### config.mk
export PLATFORM = sky130hd
export DESIGN_NAME = mss_cell
export DESIGN_NICKNAME = d
export VERILOG_FILES = /design/src/hw/rtl/mss_pkg.sv /design/src/hw/rtl/mss_cell.sv
export SDC_FILE = /design/constraint.sdc
export NUM_CORES = 1
export LEC_CHECK = 0
export BUFFER_PORTS_ARGS = -buffer_cell sky130_fd_sc_hd__buf_2
export CORE_MARGIN = 2
export CORE_UTILIZATION = 30
export CTS_BUF_LIST = sky130_fd_sc_hd__clkbuf_4 sky130_fd_sc_hd__clkbuf_8 sky130_fd_sc_hd__clkbuf_16
export DETAILED_ROUTE_END_ITERATION = 16
export GPL_TIMING_DRIVEN = 0
export PLACE_DENSITY = 0.47
export SLEW_MARGIN = 30
export SYNTH_ARGS = -nofsm -noshare
export SYNTH_HDL_FRONTEND = slang
export SYNTH_SLANG_ARGS = --single-unit
### constraint.sdc
create_clock -name clk -period 3.9 [get_ports clk]
set_input_delay 0.39 -clock clk [delete_from_list [all_inputs] [get_ports clk]]
set_output_delay 0.39 -clock clk [all_outputs]
set_load 0.1 [all_outputs]
### src/hw/rtl/mss_pkg.sv
// ----------------------------------------------------------------------------
// mss_pkg
// Types and constants shared by the minimum squared-error lag search.
// ----------------------------------------------------------------------------
`default_nettype none

package mss_pkg;

	localparam int SAMPLE_W      = 16;
	localparam int SUM_W         = 48;
	localparam int CNT_W         = 11;
	localparam int LAG_W         = 5;
	localparam int MAX_SAMPLES   = 1024;
	localparam int MAX_SHIFT_RST = 4;

	typedef logic signed [SAMPLE_W-1:0]  sample_t;
	typedef logic signed [SAMPLE_W:0]    diff_t;
	typedef logic signed [2*SAMPLE_W+1:0] prod_t;
	typedef logic [2*SAMPLE_W+1:0]        sq_t;
	typedef logic [SUM_W-1:0]             sum_t;
	typedef logic [SUM_W:0]               sum_ext_t;
	typedef logic [CNT_W-1:0]             cnt_t;
	typedef logic [LAG_W-1:0]             lag_t;

	typedef struct packed {
		sample_t model_sample;
		sample_t reference_sample;
		logic    last_sample;
	} in_req_t;

	typedef struct packed {
		lag_t best_lag;
		sum_t min_error_sum;
		cnt_t sample_count;
		logic overflow_flag;
	} out_res_t;

	// per-cycle control broadcast along the cell chain
	typedef struct packed {
		logic take;
		logic last;
		logic flush;
	} cell_ctl_t;

	// series totals that travel beside the minimum search
	typedef struct packed {
		cnt_t count;
		logic ovf;
	} tag_t;

endpackage

`default_nettype wire

### src/hw/rtl/mss_cell.sv
// ----------------------------------------------------------------------------
// mss_cell
// One lag of the search: delay tap, squared difference and saturating sum.
// ----------------------------------------------------------------------------
`default_nettype none

module mss_cell (
	input  wire                 clk,
	input  wire                 arst_n,
	input  mss_pkg::cell_ctl_t  ctl,
	input  wire                 lag_en,
	input  mss_pkg::sample_t    ref_smp,
	input  mss_pkg::sample_t    dly_in,
	input  wire                 dly_vld_in,
	output mss_pkg::sample_t    dly_out,
	output logic                dly_vld_out,
	output mss_pkg::sum_t       snap,
	output logic                sat
);

	mss_pkg::diff_t    diff;
	mss_pkg::prod_t    prod;
	mss_pkg::sq_t      sq_s1;
	logic              act_s1;
	mss_pkg::sample_t  dly_q;
	logic              dly_vld_q;
	mss_pkg::sum_t     sum_q;
	mss_pkg::sum_ext_t sum_ext;
	mss_pkg::sum_t     sum_new;

	always_comb begin
		diff = mss_pkg::diff_t'(dly_in) - mss_pkg::diff_t'(ref_smp);
		prod = diff * diff;
	end

	always_ff @(posedge clk or negedge arst_n) begin
		if (!arst_n) begin
			act_s1    <= 1'b0;
			dly_vld_q <= 1'b0;
		end else begin
			act_s1 <= ctl.take && lag_en && dly_vld_in;
			if (ctl.take) begin
				dly_vld_q <= ctl.last ? 1'b0 : dly_vld_in;
			end
		end
	end

	always_ff @(posedge clk) begin
		if (ctl.take) begin
			sq_s1 <= mss_pkg::sq_t'(prod);
			dly_q <= dly_in;
		end
	end

	// saturating accumulate
	always_comb begin
		sum_ext = {1'b0, sum_q} + mss_pkg::sum_ext_t'(sq_s1);
		if (!act_s1) begin
			sum_new = sum_q;
		end else if (sum_ext[mss_pkg::SUM_W]) begin
			sum_new = '1;
		end else begin
			sum_new = sum_ext[mss_pkg::SUM_W-1:0];
		end
	end

	always_ff @(posedge clk or negedge arst_n) begin
		if (!arst_n) begin
			sum_q <= '0;
		end else begin
			sum_q <= ctl.flush ? '0 : sum_new;
		end
	end

	assign snap        = sum_new;
	assign sat         = act_s1 && sum_ext[mss_pkg::SUM_W];
	assign dly_out     = dly_q;
	assign dly_vld_out = dly_vld_q;

endmodule

`default_nettype wire

==> impl_metrics.ini <==
[place]
portBuffers = 103
dpl_cell_area_um2 = 18100
gp_congestion = 0.841
hpwl_mm = 37.2

[drt]
drt_pass1_iterations = 5
drcViolationCount = 0
vias = 13000
wl_mm = 46.8
wl_per_cell_um = 17.5
ant_nets = 0
drtIter0Drc = 735
via_per_inst = 4.83

[finish]
areaGrowthSynthToFinish_pct = 25.5
final-seq-area_um2 = 2720
num_antenna_cells = 0
stdcell_area_um2 = 20600
drive_gt1_share_pct = 24.2
fill_cells = 5444
multi_input_area_um2 = 13300
nets = 2420

[logic_synthesis]
yosysWarnings = 0
synth_most_common_cell = inv_1
ys_seq_area_share_pct = 16.6
yosys.area.top_type_share_pct = 33.2
async_flop_share_pct = 50.5
ys_seq_elements = 99
synth_edf_count = 49
avgSynthCellArea_um2 = 9.25
syn-instance-count = 1778
synth_top_area_cell = fa_1
synth_flop_cell = dfrtp_1
ys_top_cells_by_area = fa_1 (33%), ha_1 (9.8%), edfxtp_1 (8.9%), inv_1 (8.6%), dfrtp_1 (7.6%)
synthesis.area_um2 = 16400
synthTopCellsByCount = inv_1 (375), fa_1 (273), nor2_1 (147)
synthesis.nets = 2219
synth_cell_types = 82

[critical_path]
r2r_cells = 13
required_ns = 4.09
cp_top_family = adder cells
path_buf_inv = 9
worstSetupEndpointType = flip-flop
slowest_stage = fa_1
crit_top_cell = fa_1
cp.depth = 35
worstPathMaxFanout = 4
setup.worst_path.start_class = input pin
startpoint = dly_in[0]
critPathArrivalTime_ns = 7.92
reg2reg_slack_ns = 0.76
r2r-end = sum_q[6]
reg2reg_from = sq_s1[0]
critical_path_class = input pin to flip-flop
slowest_delay_ns = 0.54

[timing]
min_period_over_period_pct = 198
skew_ns = 0.0189
fmax_mhz = 129
slew_viol_final = 0
min_period_ns = 7.73
setup_violations = 29
whs_ns = 0.0386
grt_setup_unrepaired = true
worst_slew_pin_slew_ns = 0.882
hold_viol_final = 0
setup_ws_ns = -3.83
relSlewSlack_pct = 41.2

[cts]
cts_sinks = 99
cts_tree = built
clockRootBuffer = clkbuf_16
clockBufferDepth = 2
cts-htree-levels = 3
cts-buffers-inserted = 9
clk_pin_slew_ns = 0.08
clk_latency_ns = 0.40

[floorplanning]
initial_core_util_pct = 30.4
core_um2 = 54000
rows = 85
die_y_um = 238
die_w_um = 238
die-area_um2 = 56700
io-pin-count = 105

[grt]
grt_pass1_wl_mm = 75.1
grt_max_degree = 53
antenna_found_initial = 0
overflow = 0
grt_usage_pct = 17.0
grt_pass1_vias = 13900

[run]
max_cap_violations = 0

[outcome]
violations = negative setup slack
status = finished, violations left

[worst_hold_path]
hold_class = input pin to asynchronous set/reset pin
==> stage by stage <==
step / std cells / setup WS [ns] / utilization [%] / setup TNS (ns)
2_1_floorplan: 1778 / -3.89 / - / -81.00
3_3_place_gp: 2577 / -5.60 / 33.5 / -123.91
3_5_place_dp: 2577 / -5.37 / 33.5 / -117.17
4_1_cts: 2661 / -3.71 / 37.1 / -81.01
5_1_grt: 2680 / -4.16 / 38.2 / -91.88
6_report: 2680 / -3.83 / 38.2 / -82.67
==> cell usage in the layout, fill, tap and decap left out, types with 11 or more instances in the layout <==
| cell type | count |
|---|---|
| o22a_1 | 22 |
| buf_6 | 36 |
| inv_1 | 362 |
| buf_4 | 95 |
| buf_2 | 55 |
| o221a_2 | 23 |
| nand2_1 | 130 |
| nor2_1 | 127 |
| and3_1 | 19 |
| inv_2 | 12 |
| xor2_1 | 23 |
| clkbuf_16 | 13 |
| a21o_1 | 30 |
| a21oi_1 | 63 |
| dfrtp_1 | 50 |
| nor2_2 | 16 |
| o21ai_0 | 23 |
| clkbuf_1 | 21 |
| nor3_1 | 24 |
| nand2_2 | 11 |
| o211ai_1 | 12 |
| o21ai_2 | 14 |
| a21oi_2 | 18 |
| nand3_1 | 38 |
| ha_1 | 97 |
| fa_1 | 261 |
| fa_2 | 12 |
| xnor2_1 | 42 |
| edfxtp_1 | 49 |
| ha_4 | 26 |
==> kinds of logic after synthesis <==
| kind of cell | synth area share, % |
|---|---|
| compound gates | 13.4 |
| flops | 16.6 |
| xor+xnor | 4.05 |
| mux | 0.243 |
| buf+inv | 10.1 |
| fa+ha+maj | 43.0 |
| simple gates | 12.6 |
==> worst register-to-register path, delay by kind of cell, from the launching register on <==
family / cells / cell delay, ns
AND/OR/NAND/NOR: 2 / 0.31
buffers and inverters: 2 / 0.43
AO/OA/AOI/OAI: 7 / 1.45
flip-flops: 1 / 0.40
adder cells (fa/ha/maj): 2 / 0.45
==> layer usage <==
metal  wire, µm  vias up  global-route usage, %
met2      22200      245                   28.4
li1           -     6174                      -
met4        701        0                   3.66
met1      22200     6496                   23.4
met5          0        -                      0
met3       1750       42                   2.43
==> what timing repair did <==
action	CTS	global route
resized for setup	248	102
gates cloned	0	1
setup endpoints to repair	78	79
hold buffers	0	0
pin swaps	87	47
setup buffers	73	18
==> worst max path at each step <==
stage	end	slack [ns]
after floorplan	sq_s1[33]	-3.89
after global placement	sq_s1[33]	-5.60
after detailed placement	sq_s1[33]	-5.37
after CTS	sq_s1[33]	-3.71
after global routing	sq_s1[33]	-4.16
final	sq_s1[33]	-3.83
==> layout make-up <==
| class | instances | area share (%) |
|---|---|---|
| tap | 696 | 4.22 |
| clock inverter | 6 | 0.351 |
| multi-input combinational | 1241 | 64.2 |
| sequential | 99 | 13.2 |
| inverter | 382 | 7.10 |
| buffer | 51 | 2.08 |
| clock buffer | 10 | 1.13 |
| timing repair buffer | 195 | 7.71 |
==> state kept, by name, summed over array words and instances, names as in the netlist <==
register     flops
sum_q           48
dly_vld_out      1
dly_out         16
act_s1           1
sq_s1           33
Power is left out: the tool's default activity adds up to more than one toggle a clock period on the data nets, which glitch-free logic cannot reach.
