===== config.mk =====
export PLATFORM = sky130hd
export DESIGN_NAME = mss_res_fifo
export DESIGN_NICKNAME = d
export VERILOG_FILES = /design/src/hw/rtl/mss_pkg.sv /design/src/hw/rtl/mss_res_fifo.sv
export SDC_FILE = /design/constraint.sdc
export NUM_CORES = 1
export LEC_CHECK = 0
export ABC_AREA = 1
export BUFFER_PORTS_ARGS = -buffer_cell sky130_fd_sc_hd__buf_2
export CAP_MARGIN = 20
export CORE_UTILIZATION = 61
export DETAILED_ROUTE_END_ITERATION = 8
export PLACE_DENSITY = 0.8
export SLEW_MARGIN = 0
export SYNTH_ARGS = -nofsm -noshare
export SYNTH_HDL_FRONTEND = slang
export SYNTH_SLANG_ARGS = --single-unit

===== constraint.sdc =====
create_clock -name clk -period 4.4 [get_ports clk]
set_clock_uncertainty 0.2 [all_clocks]
set_input_delay 0.44 -clock clk [delete_from_list [all_inputs] [get_ports clk]]
set_output_delay 0.44 -clock clk [all_outputs]
set_load 0.05 [all_outputs]

===== src/hw/rtl/mss_pkg.sv =====
// ----------------------------------------------------------------------------
// mss_pkg
// Types and constants shared by the minimum squared-error lag search.
// ----------------------------------------------------------------------------
`default_nettype none

package mss_pkg;

	localparam int SAMPLE_W      = 16;
	localparam int SUM_W         = 48;
	localparam int CNT_W         = 11;
	localparam int LAG_W         = 5;
	localparam int MAX_SAMPLES   = 1024;
	localparam int MAX_SHIFT_RST = 4;

	typedef logic signed [SAMPLE_W-1:0]  sample_t;
	typedef logic signed [SAMPLE_W:0]    diff_t;
	typedef logic signed [2*SAMPLE_W+1:0] prod_t;
	typedef logic [2*SAMPLE_W+1:0]        sq_t;
	typedef logic [SUM_W-1:0]             sum_t;
	typedef logic [SUM_W:0]               sum_ext_t;
	typedef logic [CNT_W-1:0]             cnt_t;
	typedef logic [LAG_W-1:0]             lag_t;

	typedef struct packed {
		sample_t model_sample;
		sample_t reference_sample;
		logic    last_sample;
	} in_req_t;

	typedef struct packed {
		lag_t best_lag;
		sum_t min_error_sum;
		cnt_t sample_count;
		logic overflow_flag;
	} out_res_t;

	// per-cycle control broadcast along the cell chain
	typedef struct packed {
		logic take;
		logic last;
		logic flush;
	} cell_ctl_t;

	// series totals that travel beside the minimum search
	typedef struct packed {
		cnt_t count;
		logic ovf;
	} tag_t;

endpackage

`default_nettype wire


===== src/hw/rtl/mss_res_fifo.sv =====
// ----------------------------------------------------------------------------
// mss_res_fifo
// Small result queue in front of the output handshake.
// ----------------------------------------------------------------------------
`default_nettype none

module mss_res_fifo #(
	parameter int DEPTH = 8
) (
	input  wire                clk,
	input  wire                arst_n,
	input  wire                push,
	input  mss_pkg::out_res_t  push_res,
	output logic               out_valid,
	input  wire                out_ready,
	output mss_pkg::out_res_t  out_res
);

	localparam int PW = (DEPTH > 1) ? $clog2(DEPTH) : 1;
	localparam int CW = $clog2(DEPTH + 1);

	mss_pkg::out_res_t mem_q [DEPTH];
	logic [PW-1:0]     wr_q;
	logic [PW-1:0]     rd_q;
	logic [CW-1:0]     cnt_q;
	logic              pop;

	assign pop = out_valid && out_ready;

	always_ff @(posedge clk) begin
		if (push) begin
			mem_q[wr_q] <= push_res;
		end
	end

	always_ff @(posedge clk or negedge arst_n) begin
		if (!arst_n) begin
			wr_q  <= '0;
			rd_q  <= '0;
			cnt_q <= '0;
		end else begin
			if (push) begin
				wr_q <= (wr_q == PW'(DEPTH - 1)) ? '0 : wr_q + 1'b1;
			end
			if (pop) begin
				rd_q <= (rd_q == PW'(DEPTH - 1)) ? '0 : rd_q + 1'b1;
			end
			if (push && !pop) begin
				cnt_q <= cnt_q + 1'b1;
			end else if (pop && !push) begin
				cnt_q <= cnt_q - 1'b1;
			end
		end
	end

	assign out_valid = (cnt_q != '0);
	assign out_res   = mem_q[rd_q];

endmodule

`default_nettype wire


==> impl_metrics.csv <==
group,metric,value,unit
global_routing,grtUsageMet1,0.336,
placement,gp_congestion,0.774,
sta,period_minus_slack,3.61,ns
setup_path,cp.depth,8,
global_routing,grt_pass1_vias,15500,
setup_path,critPathMaxFanout,74,
synthesis,yosysWarnings,0,
clock_network,htree_levels,2,
sta,slew-limit-headroom,0.400,
synthesis,synthesis.area,0.0230,mm²
pwr,power_frac_comb,0.401,
setup_path,path_delay_family,"buffers and inverters",
sta,rsz0062_at_grt,"false",
final_layout,fin_area,0.0264,mm²
detailed_routing,routed_wl,48400,µm
synthesis,async_reset_ff_frac,0.0189,
setup_path,critPathBufInv,3,
sta,worst_pin_slew,0.900,ns
detailed_routing,vias,15600,
detailed_routing,dr.pass1.iters,5,
setup_path,r2r_cells,11,
setup_path,cp_cell_sequence,"inv_4 -> buf_4 -> nor2_1 -> nand2_1 -> nand2_1 -> nand2_1 -> nand2_1 -> buf_2",
pwr,clockPowerShare,0.242,
pwr,ir_worst_vdd,495,µV
setup_path,required,3.76,ns
pwr,swShare,0.414,
setup_path,rrSetupSlack,2.03,ns
min_path,min_path_type,"in2async",
setup_path,criticalPathCategory,"reg2out",
global_routing,met2_usage,0.441,
sta,setup_viol,0,
clock_network,clk_latency,0.56,ns
floorplanning,io_pins,135,
run_status,status,"completed",
synthesis,synth-seq-cells,530,
clock_network,clk_pin_slew,0.06,ns
clock_network,clockBufferDepth,3,
synthesis,synth_edf_count,520,
floorplanning,die_x,196,µm
synthesis,synth_area_leaders,"edfxtp_1 68%, nand2_1 14%, nor2_1 8.7%",
final_layout,area_delta_synth_final,15.1,%
sta,hold_viol_final,0,
clock_network,cts_setup_buffers,0,
global_routing,antenna_found_initial,5,
sta,finalSetupTns,0,ns
floorplanning,rows,70,
pwr,power_density,685,mW/mm²
synthesis,syn-mean-instance-area,9.87,µm²
clock_network,cts_tree,"built",
placement,placedCellCount,2895,
global_routing,track_usage,0.260,
global_routing,grt-ovfl-total,0,
clock_network,clock-sinks,530,
global_routing,grt_pass1_wl,77600,µm
setup_path,cp.arrival,2.97,ns
global_routing,top_usage_layer,"met2",
sta,fin_crit_sh,0.820,
clock_network,cts_buffers,51,
floorplanning,core-area,0.0369,mm²
synthesis,netlist_instances,2327,
floorplanning,initial_core_util,0.623,
setup_path,endpoint_kind,"primary output",
detailed_routing,postRouteAntennaNets,0,
sta,drv_slew,0,
pwr,intPower,0.0106,W
setup_path,slowest_delay,0.71,ns
synthesis,synth_flop_cell,"edfxtp_1",
pwr,p_leak,11.5,nW
final_layout,finalNetCount,2591,
synthesis,synth_seq_area_share,0.691,
setup_path,start_kind,"flip-flop",
floorplanning,die_h,196,µm
pwr,p_sw,0.00749,W
floorplanning,die-area,0.0384,mm²
detailed_routing,drt-initial-drc-count,1259,
sta,fmax,277,MHz
setup_path,r2r-start,"cnt_q[0]",
final_layout,drive_gt1_frac,0.0979,
final_layout,final_util,0.717,
clock_network,cts-root-buf,"clkbuf_16",
placement,postPlaceCellArea,0.0240,mm²
global_routing,grt_max_degree,101,
synthesis,synth_nets,2404,
detailed_routing,drc,0,
synthesis,synth.largest_area_cell,"edfxtp_1",
global_routing,grt_util_met3,0.0414,
synthesis,synth_top_area_frac,0.680,
setup_path,cp_slowest_cell,"inv_4",
setup_path,timing.rr.end,"cnt_q[3]",
placement,io_buffers,134,
sta,whs,0.0666,ns
pwr,pwr-share-seq,0.357,
setup_path,cp_common_cell,"nand2_1",
detailed_routing,wl_per_cell,15.8,µm
flow_run,drv_cap,0,
detailed_routing,via_per_inst,5.09,
synthesis,synth_cell_types,18,
final_layout,finalNonFillerCells,3061,
placement,dp_hpwl,26200,µm
-- cells in the mapped netlist, types with 2 or more instances --
| library cell | n |
|---|---|
| nand2_1 | 870 |
| edfxtp_1 | 520 |
| buf_2 | 57 |
| nor2_1 | 532 |
| inv_1 | 270 |
| ha_1 | 7 |
| xnor2_1 | 2 |
| o21ai_0 | 6 |
| buf_4 | 5 |
| buf_6 | 22 |
| nand3_1 | 5 |
| buf_1 | 8 |
| dfrtp_1 | 10 |
| clkbuf_1 | 9 |
-- worst max path at each step --
| stage | from | to |
|---|---|---|
| after floorplan | wr_q[0] | mem_q[0][0] |
| after global routing | rd_q[1] | out_res[8] |
| after detailed placement | rd_q[1] | out_res[24] |
| after CTS | rd_q[1] | out_res[8] |
| final | rd_q[1] | out_res[8] |
| after global placement | rd_q[1] | out_res[23] |
-- registers in the layout (all words and copies together) (netlist names) --
name	count
rd_q	3
wr_q	3
cnt_q	4
mem_q	520
-- power groups by stage --
stage	logic [W]	registers [W]	clock network, W
after floorplan	0.00572	0.00644	0
after global placement	0.00694	0.00654	0
after global routing	0.00799	0.00652	0.00461
after detailed placement	0.00712	0.00657	0
after CTS	0.00724	0.00647	0.00441
final	0.00726	0.00647	0.00437
-- layout by cell type, fill, tap and decap left out --
| cell | count |
|---|---|
| nand2_1 | 870 |
| nor2_1 | 524 |
| edfxtp_1 | 520 |
| inv_1 | 269 |
| buf_2 | 134 |
| dlygate4sd3_1 | 68 |
| clkbuf_16 | 53 |
| buf_4 | 25 |
| clkbuf_1 | 13 |
| clkinv_1 | 11 |
| nor2_4 | 8 |
| clkinv_2 | 8 |
| ha_1 | 7 |
| bufinv_16 | 7 |
| dfrtp_1 | 7 |
| o21ai_0 | 6 |
| buf_12 | 6 |
| nand3_1 | 5 |
| diode_2 | 3 |
| xnor2_1 | 2 |
| buf_16 | 2 |
| dfrtp_4 | 2 |
| inv_4 | 1 |
| inv_2 | 1 |
| a21oi_1 | 1 |
| or2_2 | 1 |
| fa_1 | 1 |
| clkinvlp_4 | 1 |
| dfrtp_2 | 1 |
-- cells by family after synthesis --
kind of cell / Yosys count / synth area share
flops: 530 / 0.691
xor+xnor: 2 / 0.000763
fa+ha+maj: 8 / 0.00468
buf+inv: 372 / 0.0719
compound gates: 7 / 0.00152
simple gates: 1408 / 0.230
-- area by class of cell --
| class | instances | area, µm² |
|---|---|---|
| repair buffers | 235 | 1710 |
| multi-input cells | 1425 | 5510 |
| clock inverters | 27 | 299 |
| flip-flops and latches | 530 | 15900 |
| clock buffers | 66 | 1380 |
| fillers | 2397 | 10400 |
| diodes | 3 | 7.51 |
| inverters | 271 | 1020 |
| well taps | 504 | 631 |
-- through the flow --
step | power (W) | worst slack [ns]
3_5_place_dp | 0.0137 | 1.41
5_1_grt | 0.0191 | 0.612
6_report | 0.0181 | 0.790
3_3_place_gp | 0.0135 | 1.42
2_1_floorplan | 0.0122 | 0.428
4_1_cts | 0.0181 | 0.791
-- repair_timing --
item                                   4_1_cts  5_1_grt
resized for setup                            0        0
endpoints found under the hold margin      534        0
hold buffers                                68        0
-- per-layer routing --
metal | share of wire | up-vias
li1 | - | 7603
met1 | 0.41 | 7292
met2 | 0.49 | 551
met3 | 0.065 | 132
met4 | 0.031 | 6
met5 | 0.00076 | -
Power figures use the tool's default switching activity.
