[src/hw/rtl/mss_pkg.sv]
// ----------------------------------------------------------------------------
// mss_pkg
// Types and constants shared by the minimum squared-error lag search.
// ----------------------------------------------------------------------------
`default_nettype none

package mss_pkg;

	localparam int SAMPLE_W      = 16;
	localparam int SUM_W         = 48;
	localparam int CNT_W         = 11;
	localparam int LAG_W         = 5;
	localparam int MAX_SAMPLES   = 1024;
	localparam int MAX_SHIFT_RST = 4;

	typedef logic signed [SAMPLE_W-1:0]  sample_t;
	typedef logic signed [SAMPLE_W:0]    diff_t;
	typedef logic signed [2*SAMPLE_W+1:0] prod_t;
	typedef logic [2*SAMPLE_W+1:0]        sq_t;
	typedef logic [SUM_W-1:0]             sum_t;
	typedef logic [SUM_W:0]               sum_ext_t;
	typedef logic [CNT_W-1:0]             cnt_t;
	typedef logic [LAG_W-1:0]             lag_t;

	typedef struct packed {
		sample_t model_sample;
		sample_t reference_sample;
		logic    last_sample;
	} in_req_t;

	typedef struct packed {
		lag_t best_lag;
		sum_t min_error_sum;
		cnt_t sample_count;
		logic overflow_flag;
	} out_res_t;

	// per-cycle control broadcast along the cell chain
	typedef struct packed {
		logic take;
		logic last;
		logic flush;
	} cell_ctl_t;

	// series totals that travel beside the minimum search
	typedef struct packed {
		cnt_t count;
		logic ovf;
	} tag_t;

endpackage

`default_nettype wire

[src/hw/rtl/mss_min_tree.sv]
// ----------------------------------------------------------------------------
// mss_min_tree
// Registered pairwise minimum over the lag sums, lower lag wins on ties.
// ----------------------------------------------------------------------------
`default_nettype none

module mss_min_tree #(
	parameter int N_LEAF = 17
) (
	input  wire                                         clk,
	input  wire                                         arst_n,
	input  wire                                         in_vld,
	input  wire [N_LEAF-1:0][mss_pkg::SUM_W-1:0]        leaf_sum,
	input  wire [N_LEAF-1:0]                            leaf_en,
	input  mss_pkg::tag_t                               tag_in,
	output logic                                        out_vld,
	output mss_pkg::out_res_t                           res
);

	localparam int LVL = (N_LEAF > 1) ? $clog2(N_LEAF) : 1;
	localparam int P   = 1 << LVL;

	wire [mss_pkg::SUM_W-1:0] nsum [LVL+1][P];
	wire [LVL-1:0]            nlag [LVL+1][P];
	wire                      nen  [LVL+1][P];
	wire                      vld  [LVL+1];
	wire [mss_pkg::CNT_W-1:0] tcnt [LVL+1];
	wire                      tovf [LVL+1];

	assign vld[0]  = in_vld;
	assign tcnt[0] = tag_in.count;
	assign tovf[0] = tag_in.ovf;

	for (genvar i = 0; i < P; i++) begin : g_leaf
		assign nlag[0][i] = LVL'(i);
		if (i < N_LEAF) begin : g_real
			assign nsum[0][i] = leaf_sum[i];
			assign nen[0][i]  = leaf_en[i];
		end else begin : g_pad
			assign nsum[0][i] = '1;
			assign nen[0][i]  = 1'b0;
		end
	end

	for (genvar k = 0; k < LVL; k++) begin : g_lvl
		logic          vld_q;
		mss_pkg::cnt_t cnt_q;
		logic          ovf_q;

		always_ff @(posedge clk or negedge arst_n) begin
			if (!arst_n) begin
				vld_q <= 1'b0;
			end else begin
				vld_q <= vld[k];
			end
		end

		always_ff @(posedge clk) begin
			if (vld[k]) begin
				cnt_q <= tcnt[k];
				ovf_q <= tovf[k];
			end
		end

		assign vld[k+1]  = vld_q;
		assign tcnt[k+1] = cnt_q;
		assign tovf[k+1] = ovf_q;

		for (genvar i = 0; i < (P >> (k + 1)); i++) begin : g_node
			logic           pick_r;
			mss_pkg::sum_t  sum_q;
			logic [LVL-1:0] lag_q;
			logic           en_q;

			assign pick_r = nen[k][2*i+1] &&
				(!nen[k][2*i] || (nsum[k][2*i+1] < nsum[k][2*i]));

			always_ff @(posedge clk) begin
				if (vld[k]) begin
					sum_q <= pick_r ? nsum[k][2*i+1] : nsum[k][2*i];
					lag_q <= pick_r ? nlag[k][2*i+1] : nlag[k][2*i];
					en_q  <= nen[k][2*i] | nen[k][2*i+1];
				end
			end

			assign nsum[k+1][i] = sum_q;
			assign nlag[k+1][i] = lag_q;
			assign nen[k+1][i]  = en_q;
		end
	end

	assign out_vld           = vld[LVL];
	assign res.best_lag      = mss_pkg::lag_t'(nlag[LVL][0]);
	assign res.min_error_sum = nsum[LVL][0];
	assign res.sample_count  = tcnt[LVL];
	assign res.overflow_flag = tovf[LVL];

endmodule

`default_nettype wire

[config.mk]
export PLATFORM = sky130hd
export DESIGN_NAME = mss_min_tree
export DESIGN_NICKNAME = d
export VERILOG_FILES = /design/src/hw/rtl/mss_pkg.sv /design/src/hw/rtl/mss_min_tree.sv
export SDC_FILE = /design/constraint.sdc
export NUM_CORES = 2
export LEC_CHECK = 0
export ABC_AREA = 1
export BUFFER_PORTS_ARGS = -buffer_cell sky130_fd_sc_hd__clkbuf_2
export CAP_MARGIN = 30
export CORE_ASPECT_RATIO = 0.9
export CORE_MARGIN = 2
export CORE_UTILIZATION = 25
export CTS_BUF_LIST = sky130_fd_sc_hd__clkbuf_8
export DETAILED_ROUTE_END_ITERATION = 12
export PLACE_DENSITY = 0.46
export SYNTH_ARGS = -nofsm -noshare
export SYNTH_HDL_FRONTEND = slang
export SYNTH_SLANG_ARGS = --single-unit
[constraint.sdc]
create_clock -name clk -period 5.8 [get_ports clk]
set_clock_uncertainty 0.05 [all_clocks]
set_input_delay 1.16 -clock clk [delete_from_list [all_inputs] [get_ports clk]]
set_output_delay 1.16 -clock clk [all_outputs]
set_load 0.02 [all_outputs]
==> run_results.csv <==
group,metric,value,unit
grt,antenna_found_initial,72,
grt,grt_pass1_wl,339.0,mm
clock_network,cts_hold_buffers,1,
floorplan,die_area,0.2593,sq mm
run,cap_violations,0,
critical_path,cp.required,6.39,ns
critical_path,path_cells,"inv_1 > ha_1 > a21oi_1 > o21ai_0 > a21oi_1 > nand2_1 > nor2_1 > nand2_2 > nand2_4 > nand2_4 > inv_1 > nor2_1",
drt,drt_iter0_drc,3519,
critical_path,r2r_slack,2.36,ns
synth,syn_area,0.06381,sq mm
critical_path,cp-end-kind,"flop",
clock_network,cts.sinks,1075,
layout,num-fill-cells,26590,
sta,drv_slew,0,
placement,placed_area,0.07172,sq mm
clock_network,cts_made_buffers,201,
synth,synth.avg_cell_area,9.114,sq um
floorplan,start_util,0.2519,
synth,ys_top_cells_by_count,"2,262 x nand2_1, 1,070 x edfxtp_1, 971 x inv_1, 806 x nand3_1, 752 x ha_1",
sta,tightest_slew,0.9988,ns
sta,whs,0.3418,ns
grt,grt-ovfl-total,0,
drt,drc,0,
layout,area_delta_synth_final,18.46,%
sta,fin_tns_setup,0,ns
synth,ys_async_sr_fraction,0.004651,
floorplan,die_width,536.5,microns
synth,synth.ff_latch_count,1075,
critical_path,arrival,4.03,ns
critical_path,cp_slowest_cell,"nand2_4",
synth,yosysTopAreaCell,"edfxtp_1",
sta,fin_crit,3.439,ns
floorplan,io_pins,914,
hold_path,min_to,"g_lvl[3].g_node[1].sum_q[16]",
drt,vias,51580,
power_and_ir_drop,power.internal,0.01501,W
layout,finalNonFillerCells,11460,
clock_network,htree_levels,4,
sta,rsz0062_at_grt,"false",
run_status,status,"finished, final reports clean",
critical_path,reg2reg_to,"g_lvl[4].g_node[0].lag_q[1]",
floorplan,core_area,0.2533,sq mm
critical_path,cp_top_family,"simple AND/OR/NAND/NOR gates",
power_and_ir_drop,ir_drop,0.0001808,V
hold_path,min_path_cells,0,
drt,via_per_inst,4.500,
drt,wl_per_cell,20.75,microns
sta,relSlewSlack,0.3317,
clock_network,cts-root-buf,"clkbuf_8",
floorplan,row_count,175,
synth,synth_ff_type,"edfxtp_1",
sta,setup_viol,0,
sta,finalWorstSetupSlack,2.361,ns
clock_network,clk_pin_slew_worst_paths,0.06,ns
critical_path,r2r_start,"g_lvl[3].g_node[0].sum_q[45]",
synth,ys_types,29,
power_and_ir_drop,p_seq_frac,0.463,
power_and_ir_drop,cellPowerDensity,293.6,mW/mm^2
hold_path,min_path_type,"reg -> reg",
hold_path,hp-start,"g_lvl[2].g_node[2].sum_q[16]",
synth,yosysMostFrequentCell,"nand2_1",
synth,yosysWarnings,0,
power_and_ir_drop,netSwitchingFraction,0.3236,
clock_network,insertion_delay,0.93,ns
placement,gp_congestion,0.8993,
critical_path,critical_path_class,"reg -> reg",
layout,nets,9524,
critical_path,cp-start-kind,"flop",
grt,grt_util_all_layers,0.1780,
layout,drive_gt1_frac,0.1646,
placement,dp.cells,11080,
critical_path,crit_path_max_fanout,49,
sta,post-route-period-util,0.5930,
critical_path,rr_worst_depth,12,
grt,grt_max_degree,122,
drt,drtPass1Iterations,8,
placement,io_buffers,913,
drt,postRouteAntennaNets,0,
synth,synth_cells,7001,
sta,fmax,290.8,MHz
critical_path,slowest_delay,0.55,ns
placement,hpwlAfterDp,187.7,mm
synth,ys_top_cells_by_area,"edfxtp_1 50%, ha_1 15%, nand2_1 13%",
drt,wirelength,237.9,mm
layout,fin_area,0.07559,sq mm
synth,yosysSeqAreaShare,0.5055,
power_and_ir_drop,leakage,37.81,nW
clock_network,post_cts_resized,0,
sta,hold_violations,0,
critical_path,cp_num_buf_inv,2,
clock_network,cts_tree,"yes",
synth,synth_top_area_share,0.5035,
floorplan,die_h,483.3,microns
placement,pre_cts_ws,1.631,ns
power_and_ir_drop,pwr-share-clk,0.325,
grt,grt_pass1_vias,50420,
power_and_ir_drop,power.switching,0.007181,W
power_and_ir_drop,p_comb_frac,0.211,
clock_network,cts_setup_buffers,0,
synth,synth_edf_count,1070,
clock_network,cts_buffer_depth,4,
synth,synth_fp_nets,8601,
[metrics by stage]
| step | util | power [W] |
|---|---|---|
| floorplan | - | 0.01294 |
| global placement | 0.2829 | 0.01508 |
| detailed placement | 0.2831 | 0.01518 |
| CTS | 0.2980 | 0.02258 |
| global route | 0.2982 | 0.02354 |
| finish | 0.2984 | 0.02219 |
[layout make-up]
class / count / area (sq um) / share of cell area
well taps: 3363 / 4208 / 0.05567
diodes: 28 / 70.07 / 0.0009270
repair buffers: 976 / 5165 / 0.06833
clock buffers: 202 / 2780 / 0.03678
inverters: 975 / 3660 / 0.04842
flip-flops and latches: 1075 / 32270 / 0.4269
multi-input cells: 4695 / 26460 / 0.3501
clock inverters: 149 / 974.7 / 0.01290
[worst max path at each step]
stage / startpoint / to / slack, ns / depth (start not counted)
6_report: g_lvl[3].g_node[0].sum_q[45] / g_lvl[4].g_node[0].lag_q[1] / 2.36 / 12
5_1_grt: g_lvl[3].g_node[0].sum_q[45] / g_lvl[4].g_node[0].lag_q[1] / 2.08 / 15
4_1_cts: g_lvl[3].g_node[0].sum_q[45] / g_lvl[4].g_node[0].lag_q[1] / 2.35 / 12
3_5_place_dp: leaf_sum[521] / g_lvl[0].g_node[5].sum_q[16] / 1.63 / 15
3_3_place_gp: leaf_sum[521] / g_lvl[0].g_node[5].sum_q[33] / 1.58 / 15
2_1_floorplan: g_lvl[1].vld_q / g_lvl[2].cnt_q[0] / 1.58 / 0
[cell usage in the layout (no fill, tap or decap), drive strengths merged]
cell type / instances
clkinvlp: 7
o21ai: 109
clkbuf: 1114
and2: 13
nand3: 806
diode: 28
dlygate4sd3: 1
ha: 752
nand2: 2333
edfxtp: 1070
bufinv: 13
buf: 63
o21bai: 1
nor2: 176
a21oi: 344
dfrtp: 5
a21o: 8
clkinv: 81
nor3: 46
o21a: 25
a21boi: 11
inv: 1023
or2: 15
nand4: 56
[flip-flops by register name, indices dropped and copies added (netlist names)]
register	cells
g_lvl.vld_q	4
g_lvl.g_node.sum_q	960
g_lvl.g_node.lag_q	31
g_lvl.ovf_q	5
g_lvl.cnt_q	55
out_vld	1
g_lvl.g_node.en_q	19
[routing by layer]
| metal | track usage | part of all wire | vias up |
|---|---|---|---|
| met3 | 0.03880 | 0.065 | 335 |
| met5 | 0 | 0.0016 | - |
| met1 | 0.2468 | 0.47 | 24450 |
| met4 | 0.03932 | 0.020 | 56 |
| li1 | - | - | 25160 |
| met2 | 0.2817 | 0.45 | 1571 |
[cells by family (layout without fill, tap and decap cells)]
group | Yosys count | in the layout | synth area share
DFF | 1075 | 1075 | 0.5055
adders and majority gates | 752 | 752 | 0.1475
buffers and inverters | 1231 | 2302 | 0.07990
AOI/OAI and AO/OA | 498 | 498 | 0.04083
and+or+nand+nor | 3445 | 3445 | 0.2263
other | 0 | 28 | 0
[power groups by stage]
stage	combinational, W	clock (W)	sequential (W)
floorplan	0.00278	0	0.0102
global placement	0.00462	0	0.0105
detailed placement	0.00472	0	0.0105
CTS	0.00475	0.00753	0.0103
global route	0.00536	0.00781	0.0104
finish	0.00469	0.00722	0.0103
Note: power is estimated with default switching activity, not from simulation.
